## src/hdl/cdlg_pkg.sv

```systemverilog
package cdlg_pkg;

	localparam int TableDepth = 8;
	localparam int IdxBits    = 3;
	localparam int FreqBits   = 22;
	localparam int PctBits    = 7;
	localparam int HoldBits   = 17;
	localparam int CntBits    = 4;
	localparam int AddrBits   = 5;

	localparam logic [FreqBits-1:0] FreqMax = {FreqBits{1'b1}};

	typedef enum logic [1:0] {
		CMD_SAMPLE = 2'd0,
		CMD_DECIDE = 2'd1,
		CMD_WRITE  = 2'd2,
		CMD_NONE   = 2'd3
	} cmd_t;

	// Register byte addresses.
	localparam logic [AddrBits-1:0] REG_LIMIT_MIN  = 5'd0;
	localparam logic [AddrBits-1:0] REG_LIMIT_MAX  = 5'd4;
	localparam logic [AddrBits-1:0] REG_DOWN_HOLD  = 5'd8;
	localparam logic [AddrBits-1:0] REG_GO_FAST    = 5'd12;
	localparam logic [AddrBits-1:0] REG_FAST_KHZ   = 5'd16;
	localparam logic [AddrBits-1:0] REG_BOOST_HOLD = 5'd20;
	localparam logic [AddrBits-1:0] REG_POINTS     = 5'd24;

	localparam logic [FreqBits-1:0] RST_MIN   = 22'd208000;
	localparam logic [FreqBits-1:0] RST_MAX   = 22'd1795000;
	localparam logic [FreqBits-1:0] RST_FAST  = 22'd1196000;
	localparam logic [PctBits-1:0]  RST_GOFAST = 7'd95;

	function automatic logic [FreqBits-1:0] init_khz(input logic [IdxBits-1:0] i);
		logic [FreqBits-1:0] r;
		case (i)
			3'd0: r = 22'd208000;
			3'd1: r = 22'd416000;
			3'd2: r = 22'd624000;
			3'd3: r = 22'd798000;
			3'd4: r = 22'd1196000;
			3'd5: r = 22'd1596000;
			3'd6: r = 22'd1795000;
			default: r = '0;
		endcase
		return r;
	endfunction

	function automatic logic [PctBits-1:0] init_up(input logic [IdxBits-1:0] i);
		logic [PctBits-1:0] r;
		case (i)
			3'd0: r = 7'd70;
			3'd1: r = 7'd75;
			3'd2: r = 7'd80;
			3'd3: r = 7'd85;
			3'd4: r = 7'd90;
			3'd5: r = 7'd95;
			3'd6: r = 7'd100;
			default: r = '0;
		endcase
		return r;
	endfunction

	function automatic logic [PctBits-1:0] init_down(input logic [IdxBits-1:0] i);
		logic [PctBits-1:0] r;
		case (i)
			3'd0: r = 7'd0;
			3'd1: r = 7'd45;
			3'd2: r = 7'd50;
			3'd3: r = 7'd55;
			3'd4: r = 7'd60;
			3'd5: r = 7'd65;
			3'd6: r = 7'd70;
			default: r = '0;
		endcase
		return r;
	endfunction

	// Divider request and response between the sequencer and the divider.
	typedef struct packed {
		logic        start;
		logic [38:0] num;
		logic [31:0] den;
	} div_req_t;

	typedef struct packed {
		logic        done;
		logic [38:0] quo;
	} div_rsp_t;

endpackage

```

## src/hdl/cdlg_if.sv

```systemverilog
interface cdlg_in_if;
	import cdlg_pkg::*;
	logic                valid;
	logic                ready;
	logic [1:0]          cmd;
	logic [31:0]         wall_delta;
	logic [31:0]         idle_delta;
	logic [FreqBits-1:0] current_khz;
	logic                boost_request;
	logic [IdxBits-1:0]  point_index;
	logic [FreqBits-1:0] point_khz;
	logic [PctBits-1:0]  point_up;
	logic [PctBits-1:0]  point_down;

	modport source (output valid, cmd, wall_delta, idle_delta, current_khz, boost_request,
		point_index, point_khz, point_up, point_down, input ready);
	modport sink (input valid, cmd, wall_delta, idle_delta, current_khz, boost_request,
		point_index, point_khz, point_up, point_down, output ready);
endinterface

interface cdlg_out_if;
	import cdlg_pkg::*;
	logic                valid;
	logic                ready;
	logic                result_kind;
	logic [FreqBits-1:0] target_khz;
	logic                freq_changed;
	logic                write_ok;

	modport source (output valid, result_kind, target_khz, freq_changed, write_ok,
		input ready);
	modport sink (input valid, result_kind, target_khz, freq_changed, write_ok,
		output ready);
endinterface

```

## src/hdl/cdlg_div.sv

```systemverilog
// Restoring divider, one quotient bit per cycle.
module cdlg_div (
	input  logic               clk,
	input  logic               arst_n,
	input  cdlg_pkg::div_req_t req,
	output cdlg_pkg::div_rsp_t rsp
);
	import cdlg_pkg::*;

	logic [38:0] quo_q;
	logic [32:0] rem_q;
	logic [31:0] den_q;
	logic [5:0]  cnt_q;
	logic        busy_q;
	logic        done_q;
	logic [32:0] trial;
	logic [32:0] sub;

	// Shift in the next numerator bit and try to subtract.
	assign trial = {rem_q[31:0], quo_q[38]};
	assign sub   = trial - {1'b0, den_q};

	always_ff @(posedge clk or negedge arst_n) begin
		if (!arst_n) begin
			busy_q <= 1'b0;
			done_q <= 1'b0;
			cnt_q  <= '0;
		end else begin
			done_q <= 1'b0;
			if (req.start) begin
				busy_q <= 1'b1;
				cnt_q  <= 6'd39;
			end else if (busy_q) begin
				cnt_q <= cnt_q - 6'd1;
				if (cnt_q == 6'd1) begin
					busy_q <= 1'b0;
					done_q <= 1'b1;
				end
			end
		end
	end

	always_ff @(posedge clk) begin
		if (req.start) begin
			quo_q <= req.num;
			rem_q <= '0;
			den_q <= req.den;
		end else if (busy_q) begin
			if (!sub[32]) begin
				rem_q <= sub;
				quo_q <= {quo_q[37:0], 1'b1};
			end else begin
				rem_q <= trial;
				quo_q <= {quo_q[37:0], 1'b0};
			end
		end
	end

	assign rsp.done = done_q;
	assign rsp.quo  = quo_q;
endmodule

```

## src/hdl/cdlg_cfg.sv

```systemverilog
// Configuration registers behind the APB-style port.
module cdlg_cfg (
	input  logic                          clk,
	input  logic                          arst_n,
	input  logic                          psel,
	input  logic                          penable,
	input  logic                          pwrite,
	input  logic [cdlg_pkg::AddrBits-1:0] paddr,
	input  logic [31:0]                   pwdata,
	output logic [31:0]                   prdata,
	output logic                          pready,
	output logic [cdlg_pkg::FreqBits-1:0] limit_min_khz,
	output logic [cdlg_pkg::FreqBits-1:0] limit_max_khz,
	output logic [cdlg_pkg::HoldBits-1:0] down_hold_samples,
	output logic [cdlg_pkg::PctBits-1:0]  go_fast_load,
	output logic [cdlg_pkg::FreqBits-1:0] fast_khz,
	output logic [cdlg_pkg::HoldBits-1:0] boost_hold_samples,
	output logic [cdlg_pkg::CntBits-1:0]  points_in_use,
	output logic                          hold_wr
);
	import cdlg_pkg::*;

	logic wr;

	assign pready = 1'b1;
	assign wr     = psel && penable && pwrite;
	assign hold_wr = wr && (paddr == REG_DOWN_HOLD);

	always_ff @(posedge clk or negedge arst_n) begin
		if (!arst_n) begin
			limit_min_khz      <= RST_MIN;
			limit_max_khz      <= RST_MAX;
			down_hold_samples  <= 17'd4;
			go_fast_load       <= RST_GOFAST;
			fast_khz           <= RST_FAST;
			boost_hold_samples <= 17'd1;
			points_in_use      <= 4'd7;
		end else if (wr) begin
			unique case (paddr)
				REG_LIMIT_MIN:  limit_min_khz      <= pwdata[FreqBits-1:0];
				REG_LIMIT_MAX:  limit_max_khz      <= pwdata[FreqBits-1:0];
				REG_DOWN_HOLD:  down_hold_samples  <= pwdata[HoldBits-1:0];
				REG_GO_FAST:    go_fast_load       <= pwdata[PctBits-1:0];
				REG_FAST_KHZ:   fast_khz           <= pwdata[FreqBits-1:0];
				REG_BOOST_HOLD: boost_hold_samples <= pwdata[HoldBits-1:0];
				REG_POINTS:     points_in_use      <= pwdata[CntBits-1:0];
				default: ;
			endcase
		end
	end

	// Read back.
	always_comb begin
		unique case (paddr)
			REG_LIMIT_MIN:  prdata = {10'd0, limit_min_khz};
			REG_LIMIT_MAX:  prdata = {10'd0, limit_max_khz};
			REG_DOWN_HOLD:  prdata = {15'd0, down_hold_samples};
			REG_GO_FAST:    prdata = {25'd0, go_fast_load};
			REG_FAST_KHZ:   prdata = {10'd0, fast_khz};
			REG_BOOST_HOLD: prdata = {15'd0, boost_hold_samples};
			REG_POINTS:     prdata = {28'd0, points_in_use};
			default:        prdata = '0;
		endcase
	end
endmodule

```

## src/hdl/cdlg_seq.sv

```systemverilog
// Sequencer: walks the point table one entry a cycle and drives the divider.
module cdlg_seq (
	input  logic                          clk,
	input  logic                          arst_n,
	cdlg_in_if.sink                       in_ch,
	cdlg_out_if.source                    out_ch,
	input  logic [cdlg_pkg::FreqBits-1:0] limit_min_khz,
	input  logic [cdlg_pkg::FreqBits-1:0] limit_max_khz,
	input  logic [cdlg_pkg::HoldBits-1:0] down_hold_samples,
	input  logic [cdlg_pkg::PctBits-1:0]  go_fast_load,
	input  logic [cdlg_pkg::FreqBits-1:0] fast_khz,
	input  logic [cdlg_pkg::HoldBits-1:0] boost_hold_samples,
	input  logic [cdlg_pkg::CntBits-1:0]  points_in_use,
	input  logic                          hold_wr,
	output cdlg_pkg::div_req_t            div_req,
	input  cdlg_pkg::div_rsp_t            div_rsp
);
	import cdlg_pkg::*;

	typedef enum logic [3:0] {
		ST_IDLE, ST_CHOOSE, ST_LOADWAIT, ST_FIND, ST_JUDGE,
		ST_QWAIT, ST_PICK, ST_FINISH, ST_OUT
	} state_t;

	state_t state_q;

	logic [FreqBits-1:0] tab_khz_q  [TableDepth];
	logic [PctBits-1:0]  tab_up_q   [TableDepth];
	logic [PctBits-1:0]  tab_down_q [TableDepth];

	logic [HoldBits-1:0] hold_q;
	logic [PctBits-1:0]  peak_q;
	logic [FreqBits-1:0] cur_q;
	logic [IdxBits-1:0]  idx_q;
	logic [IdxBits-1:0]  pt_q;
	logic                raise_q;
	logic [FreqBits-1:0] tgt_q;
	logic                have_best_q, have_alt_q;
	logic [FreqBits-1:0] best_q, alt_q;
	logic [FreqBits-1:0] freq_q;

	logic                out_valid_q;
	logic                out_kind_q;
	logic [FreqBits-1:0] out_khz_q;
	logic                out_chg_q;
	logic                out_ok_q;

	logic [CntBits-1:0]  n_used;
	logic [IdxBits-1:0]  last_pt;
	logic [PctBits-1:0]  up_p, down_p;
	logic                do_raise, do_lower;
	logic [FreqBits-1:0] f_i;
	logic                in_lim;
	logic [38:0]         scaled_load;
	logic                wr_ok;
	logic [HoldBits-1:0] hold_dec;
	logic                accept;
	logic [FreqBits-1:0] pick_khz;

	// Points in use clamped to one through the table depth.
	always_comb begin
		if (points_in_use == '0)
			n_used = 4'd1;
		else if (points_in_use > CntBits'(TableDepth))
			n_used = CntBits'(TableDepth);
		else
			n_used = points_in_use;
	end
	assign last_pt = IdxBits'(n_used - 4'd1);

	// Peak vs threshold, cur nonzero; lowering also needs cur above limit_min.
	assign up_p     = tab_up_q[pt_q];
	assign down_p   = tab_down_q[pt_q];
	assign do_raise = (cur_q != '0) && (peak_q > up_p);
	assign do_lower = (cur_q != '0) && (peak_q < down_p) && (cur_q > limit_min_khz);
	assign scaled_load = 39'(peak_q) * 39'(cur_q);
	assign hold_dec  = (hold_q != '0) ? hold_q - 17'd1 : hold_q;

	assign f_i    = tab_khz_q[idx_q];
	assign in_lim = (f_i >= limit_min_khz) && (f_i <= limit_max_khz);

	// Result of the table walk, then the heavy-load rule on a raise.
	always_comb begin
		if (have_best_q)
			pick_khz = best_q;
		else if (have_alt_q)
			pick_khz = alt_q;
		else
			pick_khz = tgt_q;
		if (raise_q && (peak_q >= go_fast_load) && (fast_khz > pick_khz))
			pick_khz = fast_khz;
	end

	assign wr_ok  = in_ch.point_down <= in_ch.point_up;
	assign accept = in_ch.valid && in_ch.ready;
	assign in_ch.ready = (state_q == ST_IDLE) && !out_valid_q;

	assign out_ch.valid        = out_valid_q;
	assign out_ch.result_kind  = out_kind_q;
	assign out_ch.target_khz   = out_khz_q;
	assign out_ch.freq_changed = out_chg_q;
	assign out_ch.write_ok     = out_ok_q;

	// Divider start pulses: load percent or target quotient.
	always_comb begin
		div_req.start = 1'b0;
		div_req.num   = '0;
		div_req.den   = 32'd1;
		if (state_q == ST_JUDGE && (do_raise || do_lower) && !(do_raise &&
			cur_q >= limit_max_khz)) begin
			div_req.start = 1'b1;
			div_req.num   = scaled_load;
			div_req.den   = do_raise ? 32'(up_p) : 32'(down_p);
		end
		if (state_q == ST_IDLE && accept && in_ch.cmd == CMD_SAMPLE &&
			in_ch.wall_delta != '0 && in_ch.wall_delta >= in_ch.idle_delta) begin
			div_req.start = 1'b1;
			div_req.num   = 39'(in_ch.wall_delta - in_ch.idle_delta) * 39'd100;
			div_req.den   = in_ch.wall_delta;
		end
	end

	always_ff @(posedge clk or negedge arst_n) begin
		if (!arst_n) begin
			state_q     <= ST_IDLE;
			hold_q      <= '0;
			peak_q      <= '0;
			cur_q       <= '0;
			idx_q       <= '0;
			pt_q        <= '0;
			raise_q     <= 1'b0;
			tgt_q       <= '0;
			have_best_q <= 1'b0;
			have_alt_q  <= 1'b0;
			best_q      <= '0;
			alt_q       <= '0;
			freq_q      <= '0;
			out_valid_q <= 1'b0;
			out_kind_q  <= 1'b0;
			out_khz_q   <= '0;
			out_chg_q   <= 1'b0;
			out_ok_q    <= 1'b0;
			for (int i = 0; i < TableDepth; i++) begin
				tab_khz_q[i]  <= init_khz(IdxBits'(i));
				tab_up_q[i]   <= init_up(IdxBits'(i));
				tab_down_q[i] <= init_down(IdxBits'(i));
			end
		end else begin
			if (out_valid_q && out_ch.ready)
				out_valid_q <= 1'b0;
			if (hold_wr)
				hold_q <= 17'd1;
			unique case (state_q)
				ST_IDLE: begin
					if (accept) begin
						cur_q <= in_ch.current_khz;
						unique case (in_ch.cmd)
							CMD_SAMPLE: begin
								if (div_req.start)
									state_q <= ST_LOADWAIT;
							end
							CMD_DECIDE: begin
								if (in_ch.boost_request) begin
									hold_q    <= boost_hold_samples;
									peak_q    <= '0;
									freq_q    <= (in_ch.current_khz < fast_khz) ?
										fast_khz : in_ch.current_khz;
									state_q   <= ST_FINISH;
								end else begin
									idx_q   <= '0;
									state_q <= ST_FIND;
								end
							end
							CMD_WRITE: begin
								if (wr_ok) begin
									tab_khz_q[in_ch.point_index]  <= in_ch.point_khz;
									tab_up_q[in_ch.point_index]   <= in_ch.point_up;
									tab_down_q[in_ch.point_index] <= in_ch.point_down;
								end
								out_kind_q <= 1'b1;
								out_khz_q  <= '0;
								out_chg_q  <= 1'b0;
								out_ok_q   <= wr_ok;
								state_q    <= ST_OUT;
							end
							default: ;
						endcase
					end
				end
				ST_LOADWAIT: begin
					if (div_rsp.done) begin
						if (div_rsp.quo[PctBits-1:0] > peak_q)
							peak_q <= div_rsp.quo[PctBits-1:0];
						state_q <= ST_IDLE;
					end
				end
				// Locate the operating point for the present frequency.
				ST_FIND: begin
					if (idx_q >= last_pt || !(tab_khz_q[idx_q] < cur_q)) begin
						pt_q    <= (idx_q >= last_pt) ? last_pt : idx_q;
						state_q <= ST_JUDGE;
					end else begin
						idx_q <= idx_q + 3'd1;
					end
				end
				ST_JUDGE: begin
					freq_q  <= cur_q;
					raise_q <= do_raise;
					if (do_raise) begin
						hold_q <= down_hold_samples;
						if (cur_q < limit_max_khz)
							state_q <= ST_QWAIT;
						else
							state_q <= ST_FINISH;
					end else if (do_lower) begin
						hold_q <= hold_dec;
						state_q <= (hold_dec == '0) ? ST_QWAIT : ST_FINISH;
					end else begin
						state_q <= ST_FINISH;
					end
				end
				ST_QWAIT: begin
					if (div_rsp.done) begin
						if (raise_q && up_p == '0)
							tgt_q <= FreqMax;
						else if (div_rsp.quo > 39'(FreqMax))
							tgt_q <= FreqMax;
						else
							tgt_q <= div_rsp.quo[FreqBits-1:0];
						idx_q       <= '0;
						have_best_q <= 1'b0;
						have_alt_q  <= 1'b0;
						state_q     <= ST_PICK;
					end
				end
				// Nearest table entry inside the limits, one entry a cycle.
				ST_PICK: begin
					if (in_lim) begin
						if (raise_q ? (f_i >= tgt_q) : (f_i <= tgt_q)) begin
							if (!have_best_q || (raise_q ? f_i < best_q : f_i > best_q)) begin
								best_q      <= f_i;
								have_best_q <= 1'b1;
							end
						end else if (!have_alt_q || (raise_q ? f_i > alt_q : f_i < alt_q)) begin
							alt_q      <= f_i;
							have_alt_q <= 1'b1;
						end
					end
					if (idx_q == last_pt)
						state_q <= ST_CHOOSE;
					else
						idx_q <= idx_q + 3'd1;
				end
				ST_CHOOSE: begin
					freq_q  <= pick_khz;
					state_q <= ST_FINISH;
				end
				ST_FINISH: begin
					out_kind_q <= 1'b0;
					out_ok_q   <= 1'b0;
					peak_q     <= '0;
					out_khz_q  <= freq_q;
					out_chg_q  <= freq_q != cur_q;
					state_q    <= ST_OUT;
				end
				ST_OUT: begin
					out_valid_q <= 1'b1;
					state_q     <= ST_IDLE;
				end
				default: state_q <= ST_IDLE;
			endcase
		end
	end
endmodule

```

## src/hdl/cpu_dvfs_load_governor.sv

```systemverilog
// A load sample waits on the bit-serial divider that forms the load percent; a
// skipped sample or an ignored command leaves the block idle. A decide walks the
// table for the operating point; on a raise below the upper limit or a due lower it
// divides for the target, walks the table again for the nearest entry and chooses
// the result. A boost decide or a table write skips the walks and the divider. One
// item is in work at a time; the block takes no new item while a result waits.
module cpu_dvfs_load_governor (
	input  logic                          clk,
	input  logic                          arst_n,
	cdlg_in_if.sink                       in_ch,
	cdlg_out_if.source                    out_ch,
	input  logic                          psel,
	input  logic                          penable,
	input  logic                          pwrite,
	input  logic [cdlg_pkg::AddrBits-1:0] paddr,
	input  logic [31:0]                   pwdata,
	output logic [31:0]                   prdata,
	output logic                          pready
);
	import cdlg_pkg::*;

	logic [FreqBits-1:0] limit_min_khz, limit_max_khz, fast_khz;
	logic [HoldBits-1:0] down_hold_samples, boost_hold_samples;
	logic [PctBits-1:0]  go_fast_load;
	logic [CntBits-1:0]  points_in_use;
	logic                hold_wr;
	div_req_t            div_req;
	div_rsp_t            div_rsp;

	cdlg_cfg u_cfg (
		.clk, .arst_n, .psel, .penable, .pwrite, .paddr, .pwdata, .prdata, .pready,
		.limit_min_khz, .limit_max_khz, .down_hold_samples, .go_fast_load,
		.fast_khz, .boost_hold_samples, .points_in_use, .hold_wr
	);

	cdlg_div u_div (.clk, .arst_n, .req(div_req), .rsp(div_rsp));

	cdlg_seq u_seq (
		.clk, .arst_n, .in_ch, .out_ch,
		.limit_min_khz, .limit_max_khz, .down_hold_samples, .go_fast_load,
		.fast_khz, .boost_hold_samples, .points_in_use, .hold_wr,
		.div_req, .div_rsp
	);
endmodule

```

## src/flat_wrapper.sv

```systemverilog
// flat-port wrapper written by rule: the top's interface ports become plain ports
module cpu_dvfs_load_governor_flat import cdlg_pkg::*;
  (clk, arst_n, psel, penable, pwrite, paddr, pwdata, prdata, pready, in_ch_valid, in_ch_cmd, in_ch_wall_delta, in_ch_idle_delta, in_ch_current_khz, in_ch_boost_request, in_ch_point_index, in_ch_point_khz, in_ch_point_up, in_ch_point_down, in_ch_ready, out_ch_valid, out_ch_result_kind, out_ch_target_khz, out_ch_freq_changed, out_ch_write_ok, out_ch_ready);
  cdlg_in_if in_ch_i ();
  cdlg_out_if out_ch_i ();
  input  logic clk;
  input  logic arst_n;
  input  logic psel;
  input  logic penable;
  input  logic pwrite;
  input  logic [cdlg_pkg::AddrBits-1:0] paddr;
  input  logic [31:0] pwdata;
  output logic [31:0] prdata;
  output logic pready;
  input wire logic [$bits(in_ch_i.valid)-1:0] in_ch_valid;
  input wire logic [$bits(in_ch_i.cmd)-1:0] in_ch_cmd;
  input wire logic [$bits(in_ch_i.wall_delta)-1:0] in_ch_wall_delta;
  input wire logic [$bits(in_ch_i.idle_delta)-1:0] in_ch_idle_delta;
  input wire logic [$bits(in_ch_i.current_khz)-1:0] in_ch_current_khz;
  input wire logic [$bits(in_ch_i.boost_request)-1:0] in_ch_boost_request;
  input wire logic [$bits(in_ch_i.point_index)-1:0] in_ch_point_index;
  input wire logic [$bits(in_ch_i.point_khz)-1:0] in_ch_point_khz;
  input wire logic [$bits(in_ch_i.point_up)-1:0] in_ch_point_up;
  input wire logic [$bits(in_ch_i.point_down)-1:0] in_ch_point_down;
  output wire logic [$bits(in_ch_i.ready)-1:0] in_ch_ready;
  output wire logic [$bits(out_ch_i.valid)-1:0] out_ch_valid;
  output wire logic [$bits(out_ch_i.result_kind)-1:0] out_ch_result_kind;
  output wire logic [$bits(out_ch_i.target_khz)-1:0] out_ch_target_khz;
  output wire logic [$bits(out_ch_i.freq_changed)-1:0] out_ch_freq_changed;
  output wire logic [$bits(out_ch_i.write_ok)-1:0] out_ch_write_ok;
  input wire logic [$bits(out_ch_i.ready)-1:0] out_ch_ready;
  assign in_ch_i.valid = in_ch_valid;
  assign in_ch_i.cmd = in_ch_cmd;
  assign in_ch_i.wall_delta = in_ch_wall_delta;
  assign in_ch_i.idle_delta = in_ch_idle_delta;
  assign in_ch_i.current_khz = in_ch_current_khz;
  assign in_ch_i.boost_request = in_ch_boost_request;
  assign in_ch_i.point_index = in_ch_point_index;
  assign in_ch_i.point_khz = in_ch_point_khz;
  assign in_ch_i.point_up = in_ch_point_up;
  assign in_ch_i.point_down = in_ch_point_down;
  assign in_ch_ready = in_ch_i.ready;
  assign out_ch_valid = out_ch_i.valid;
  assign out_ch_result_kind = out_ch_i.result_kind;
  assign out_ch_target_khz = out_ch_i.target_khz;
  assign out_ch_freq_changed = out_ch_i.freq_changed;
  assign out_ch_write_ok = out_ch_i.write_ok;
  assign out_ch_i.ready = out_ch_ready;
  cpu_dvfs_load_governor u_core (.clk(clk), .arst_n(arst_n), .in_ch(in_ch_i), .out_ch(out_ch_i), .psel(psel), .penable(penable), .pwrite(pwrite), .paddr(paddr), .pwdata(pwdata), .prdata(prdata), .pready(pready));
endmodule
```

## config.mk

```make
export PLATFORM = sky130hd
export DESIGN_NAME = cpu_dvfs_load_governor_flat
export DESIGN_NICKNAME = d
export VERILOG_FILES = /design/src/hdl/cdlg_pkg.sv /design/src/hdl/cdlg_if.sv /design/src/hdl/cdlg_div.sv /design/src/hdl/cdlg_cfg.sv /design/src/hdl/cdlg_seq.sv /design/src/hdl/cpu_dvfs_load_governor.sv /design/src/flat_wrapper.sv
export SDC_FILE = /design/constraint.sdc
export NUM_CORES = 2
export LEC_CHECK = 0
export BUFFER_PORTS_ARGS = -buffer_cell sky130_fd_sc_hd__buf_2
export CAP_MARGIN = 5
export CORE_ASPECT_RATIO = 0.75
export CORE_MARGIN = 2
export CORE_UTILIZATION = 45
export CTS_BUF_LIST = sky130_fd_sc_hd__clkbuf_8
export CTS_CLUSTER_SIZE = 25
export DETAILED_ROUTE_END_ITERATION = 12
export GPL_TIMING_DRIVEN = 0
export HOLD_SLACK_MARGIN = 0.05
export SLEW_MARGIN = 20
export SYNTH_ARGS = -nofsm -noshare
export SYNTH_HDL_FRONTEND = slang
export SYNTH_HIERARCHICAL = 1
export SYNTH_SLANG_ARGS = --single-unit
```

## constraint.sdc

```tcl
create_clock -name clk -period 10 [get_ports clk]
set_input_delay 2 -clock clk [delete_from_list [all_inputs] [get_ports clk]]
set_output_delay 2 -clock clk [all_outputs]
set_load 0.01 [all_outputs]
```

# == Yosys cells after proc, flatten, opt, wreduce, memory -nomap -nowiden ==
# Index checks and enable logic that the tools add are counted.
# W data, S select, Z words.
# classes
add_sub_neg,6
eq_ne,38
n_mul,2
bitwise_logic,4
order_cmp,27
n_reduce_logical,66
muxes,105
# op_table
cell,n
$mux W22,14
$bwmux W176,1
$pmux W22 S7,1
$mux W72,2
$mux W17,7
$bwmux W56,2
$lt A22 B22 Y1,5
$gt A22 B22 Y1,4
$mux W39,2
$mux W7,11
$bmux W22 S3,1
$demux W22 S3,1
$ge A22 B22 Y1,3
$pmux W22 S3,1
$le A22 B22 Y1,2
$pmux W22 S2,1
$bmux W7 S3,2
$gt A39 B22 Y1 const B,1
$mul A39 B5 Y37 const B,1
$pmux W17 S2,1
$sub A32 B32 Y33,1
$sub A33 B32 Y33,1
$ge A32 B32 Y1,1
$mux W32,1
other kinds (62),181
# word_totals
regBits,683
out_inout_bits,60
wordCells,303
inputBits,172

# == Longest topological paths before layout ==
# logic_depth
ltp_word,16
depth_mapped,28
depth_no_buf,28

# == Hierarchy ==
# Netlist, hierarchy kept.
# modules_own_cells
module,area_each_um2,n_inst,cells_each,seq_area_each_um2
cdlg_seq,39265.2,1,3958,11666.2
cdlg_div,6378.6,1,612,2972.9
cdlg_cfg,5332.6,1,390,2827.7

# == Worst setup path after synthesis ==
# No wires, ideal clock.
# synth_timing
path_type,in2reg
startpoint,in in_ch_wall_delta[0]
endpoint,"reg u_core.u_div.quo_q[35], data pin"
stages,28
t_arrival_ns,7.591
t_required_ns,9.740
path_buffers,0
setup_slack_ns,2.149
path_cell_list,inv_1 -> ha_1 -> fa_1 -> nor2b_1 -> o31a_1 -> o21ai_1 -> a2111oi_1 -> nor3_1 -> o21ai_1 -> a21o_1 -> a21oi_1 -> xnor2_1 -> ha_1 -> ha_1 -> inv_1 -> fa_1 -> inv_1 -> ha_1 -> a21o_1 -> o21bai_1 -> a211o_1 -> o211ai_1 -> a31oi_1 -> o41ai_1 -> o21ai_0 -> xnor2_1 -> nor2_1 -> mux2_2
# synth_lines
item,line,source
from (decl),flat_wrapper.sv:17,input wire logic [$bits(in_ch_i.wall_delta)-1:0] in_ch_wall_delta;
to (signal assigned),cdlg_div.sv:45,quo_q <= req.num;
to (signal assigned),cdlg_div.sv:51,"quo_q <= {quo_q[37:0], 1'b1};"
to (signal assigned),cdlg_div.sv:54,"quo_q <= {quo_q[37:0], 1'b0};"
to (decl),cdlg_div.sv:10,logic [38:0] quo_q;

==> results.cfg <==
[outcome]
status = finished, final reports clean

[worst_setup_path]
ff2ff_setup_slack_ns = 1.18
r2r_cells = 20
path_cells = buf_6 -> clkbuf_1 -> clkbuf_1 -> mux4_2 -> mux2i_1 -> ha_1 -> a21o_1 -> a21oi_1 -> nor2b_1 -> a2111oi_0 -> o211ai_1 -> nor2_1 -> o21ai_1 -> buf_2 -> nand2_2 -> clkbuf_1 -> inv_1 -> clkbuf_1 -> nand2_2 -> buf_12
startpoint_type = flip-flop
r2r_start = u_core/u_seq/pt_q[1]
critPathKind = reg -> reg
crit_path_max_incr_delay_ns = 0.77
cp.required_ns = 10.52
worstPathArrival_ns = 9.35
critPathBufInv = 8
worstReg2RegEnd = u_core/u_div/quo_q[38]
crit_top_cell = clkbuf_1
critPathTopFamily = buffers and inverters
path_max_fanout = 33
cp-end-kind = flip-flop
crit_slowest_cell = a2111oi_0

[clocking]
ctsResizeCount = 0
clockBufferDepth = 3
cts-hold-fix-buffers = 0
clk_pin_slew_ns = 0.06
post_cts_buffers = 0
root_buffer = clkbuf_8
cts_tree = done
cts_max_level = 3
cts.sinks = 683
numCtsBuffers = 114
insertion_delay_ns = 0.88

[sta]
hold_viol_final = 0
setup_viol = 0
maxSlewViolCount = 0
rsz0062_at_grt = false
clock_skew_ns = 0.0631
whs_ns = 0.493
worstMarginPinSlew_ns = 1.24
fmax_mhz = 113
finalCritPeriodShare_pct = 88.2
finalCriticalPeriod_ns = 8.82
relSlewSlack_pct = 16.8

[synthesis]
synth_top_area_share_pct = 21.4
synth.most_common_cell = inv_1
synth_common_cells = inv_1 (560), mux2_2 (520), ha_1 (471), dfrtp_1 (436), nor2_1 (292)
synth_top_family_by_area = multiplexers
synth_compound_area_share_pct = 12.3
yosys.area_share.xor_xnor_pct = 2.58
yosysSeqAreaShare_pct = 34.3
syn_area_per_cell_um2 = 10.3
synth_top_cell_by_area = dfrtp_1
synth_fa_ha_area_share_pct = 16.8
ys_warn_count = 6
postSynthCellCount = 4960
synth_ff_type = dfrtp_1
synthSimpleGateAreaFrac_pct = 10.2
synthMuxAreaShare_pct = 17.3
synth_area_leaders = dfrtp_1 (21%), ha_1 (12%), mux2_2 (11%), dfstp_2 (7.4%), fa_1 (5.2%)
synth_edf_count = 71
synth_area_um2 = 51000
yosysUniqueCellTypes = 115
async_flop_share_pct = 84.9
ys_ff_latch = 683

[layout]
fin_nets = 6079
multi_input_area_um2 = 30200
seqCellArea_um2 = 17500
fillers = 10500
layout-drive-gt1-share_pct = 23.9
design_area_um2 = 56800
syn_to_final_growth_pct = 11.3
post-route-util_pct = 50.7

[die]
core_um2 = 112000
io_pins = 232
die_area_um2 = 116000
die_x_um = 393
fp.dieH_um = 295
row_count = 106
start_util_pct = 45.5

[power_and_ir_drop]
clkPwrFrac_pct = 15.6
vdd_drop_max_uv = 201
p_seq_share_pct = 24.5
leakagePower_nw = 27.2
p_total_w = 0.0177
combPwrFrac_pct = 59.9
p_int_w = 0.00928
p_switching_w = 0.00842
p_sw_share_pct = 47.6
p_per_area_nw_per_um2 = 312

[drt]
wl_per_cell_um = 23.6
drtAntennaViolNets = 0
drtIter0Drc = 3859
wl_mm = 163
viasPerCell = 5.84
dr_total_vias = 40400
drc = 0
firstDrtPassIters = 8

[global_route]
grt_start_max_net_pins = 99
grt_pass1_vias = 38900
grt_pass1_wl_mm = 245
antenna_found_initial = 15
grt_overflow = 0
grt_usage_pct = 28.0

[hold_path]
hold-path-cell-count = 2
hp-start = u_core/u_seq/out_ch.write_ok
hold_end = u_core/u_seq/out_ch.write_ok
worstHoldPathType = reg -> reg

[placement]
port_buffers = 208
placed_area_um2 = 54200
hpwlAfterDp_mm = 128
gp_congestion = 0.985

[run]
max_cap_viol_count = 0
==> cells in the final DEF (no fill, tap or decap), types with 19 or more instances in the layout <==
cell type and count:
nor2_1 292, nand3_1 87, buf_2 266, nand2b_1 34, a31oi_1 23, nor2b_1 38, dfrtp_1 436, ha_1 471
o22ai_1 24, nor4_1 36, mux4_2 75, a21o_1 128, fa_1 133, clkbuf_8 147, nand2_1 274, dfstp_2 144
a21oi_1 253, xnor2_1 95, inv_1 597, o21ai_0 180, a221oi_1 32, xor2_1 55, and2_1 35, nor3_1 55
nand4_1 68, clkbuf_1 118, buf_4 36, dfxtp_1 32, mux2i_1 102, or3_1 19, mux2_2 520, o211ai_1 35
and3_1 27, a211oi_1 40, a22o_1 33, mux2_1 20, edfxtp_1 71
==> power groups by stage <==
stage	Sequential [W]	Clock [W]	Combinational, W
after floorplan	0.00408	0	0.00744
after global placement	0.00435	0	0.0101
after detailed placement	0.00436	0	0.0103
after CTS	0.00432	0.00283	0.0104
after global routing	0.00441	0.00295	0.0116
final	0.00434	0.00276	0.0106
==> metrics by stage <==
step | TNS [ns] | worst slack, ns | std cells
2_1_floorplan | 0 | 2.15 | 4969
3_3_place_gp | -2538.49 | -5.48 | 6689
3_5_place_dp | 0 | 1.06 | 6699
4_1_cts | 0 | 1.35 | 6916
5_1_grt | 0 | 1.05 | 6917
6_report | 0 | 1.18 | 6921
==> worst register-to-register path, stage by stage, from the launching register on <==
cell,delay (ns)
dfrtp_1,0.41
buf_6,0.19
clkbuf_1,0.56
clkbuf_1,0.59
mux4_2,0.40
mux2i_1,0.75
ha_1,0.41
a21o_1,0.19
a21oi_1,0.16
nor2b_1,0.07
a2111oi_0,0.77
o211ai_1,0.56
nor2_1,0.27
o21ai_1,0.30
buf_2,0.40
nand2_2,0.62
clkbuf_1,0.51
inv_1,0.30
clkbuf_1,0.35
nand2_2,0.36
buf_12,0.27
==> layout make-up <==
| cell class | instances | area share (%) |
|---|---|---|
| Timing Repair Buffer | 218 | 2.22 |
| Buffer | 239 | 2.09 |
| Sequential cell | 683 | 30.8 |
| Antenna cell | 5 | 0.0220 |
| Tap cell | 1512 | 3.33 |
| Multi-Input combinational cell | 3476 | 53.3 |
| Clock inverter | 70 | 0.946 |
| Inverter | 571 | 3.78 |
| Clock buffer | 147 | 3.56 |
==> metal layers <==
layer | vias up | routed length [µm] | GRT usage (%)
li1 | 18400 | - | -
met1 | 20200 | 78600 | 43.5
met2 | 1589 | 65100 | 38.5
met3 | 223 | 15900 | 7.14
met4 | 10 | 3610 | 6.73
met5 | - | 76 | 0
==> kinds of logic (layout without fill, tap and decap cells) <==
| group | Yosys count | after routing |
|---|---|---|
| AND/OR/NAND/NOR | 1045 | 1045 |
| XOR/XNOR | 150 | 150 |
| adder cells (fa/ha/maj) | 604 | 604 |
| multiplexers | 719 | 719 |
| flip-flops | 683 | 683 |
| AO/OA/AOI/OAI | 947 | 947 |
| other | 2 | 16 |
| buffers and inverters | 810 | 1245 |
==> flip-flops by register name, summed over array words and instances, names as in the netlist, 32 cells and up <==
| signal | count |
|---|---|
| u_core/u_seq/tab_khz_q | 176 |
| u_core/u_seq/tab_down_q | 56 |
| u_core/u_seq/tab_up_q | 56 |
| u_core/u_div/quo_q | 39 |
| u_core/u_div/den_q | 32 |
| u_core/u_div/rem_q | 32 |
==> worst max path at each step <==
stage / from / endpoint / slack (ns) / cells after the start
3_5_place_dp: in_ch_wall_delta[0] / u_core/u_div/quo_q[37] / 1.06 / 29
4_1_cts: u_core/u_seq/pt_q[1] / u_core/u_div/quo_q[36] / 1.35 / 20
3_3_place_gp: arst_n / u_core/u_seq/out_ch.target_khz[13] / -5.48 / 1
6_report: u_core/u_seq/pt_q[1] / u_core/u_div/quo_q[38] / 1.18 / 20
2_1_floorplan: in_ch_wall_delta[0] / u_core/u_div/quo_q[35] / 2.15 / 28
5_1_grt: in_ch_wall_delta[0] / u_core/u_div/quo_q[37] / 1.05 / 29
Note: power is estimated with default switching activity, not from simulation.
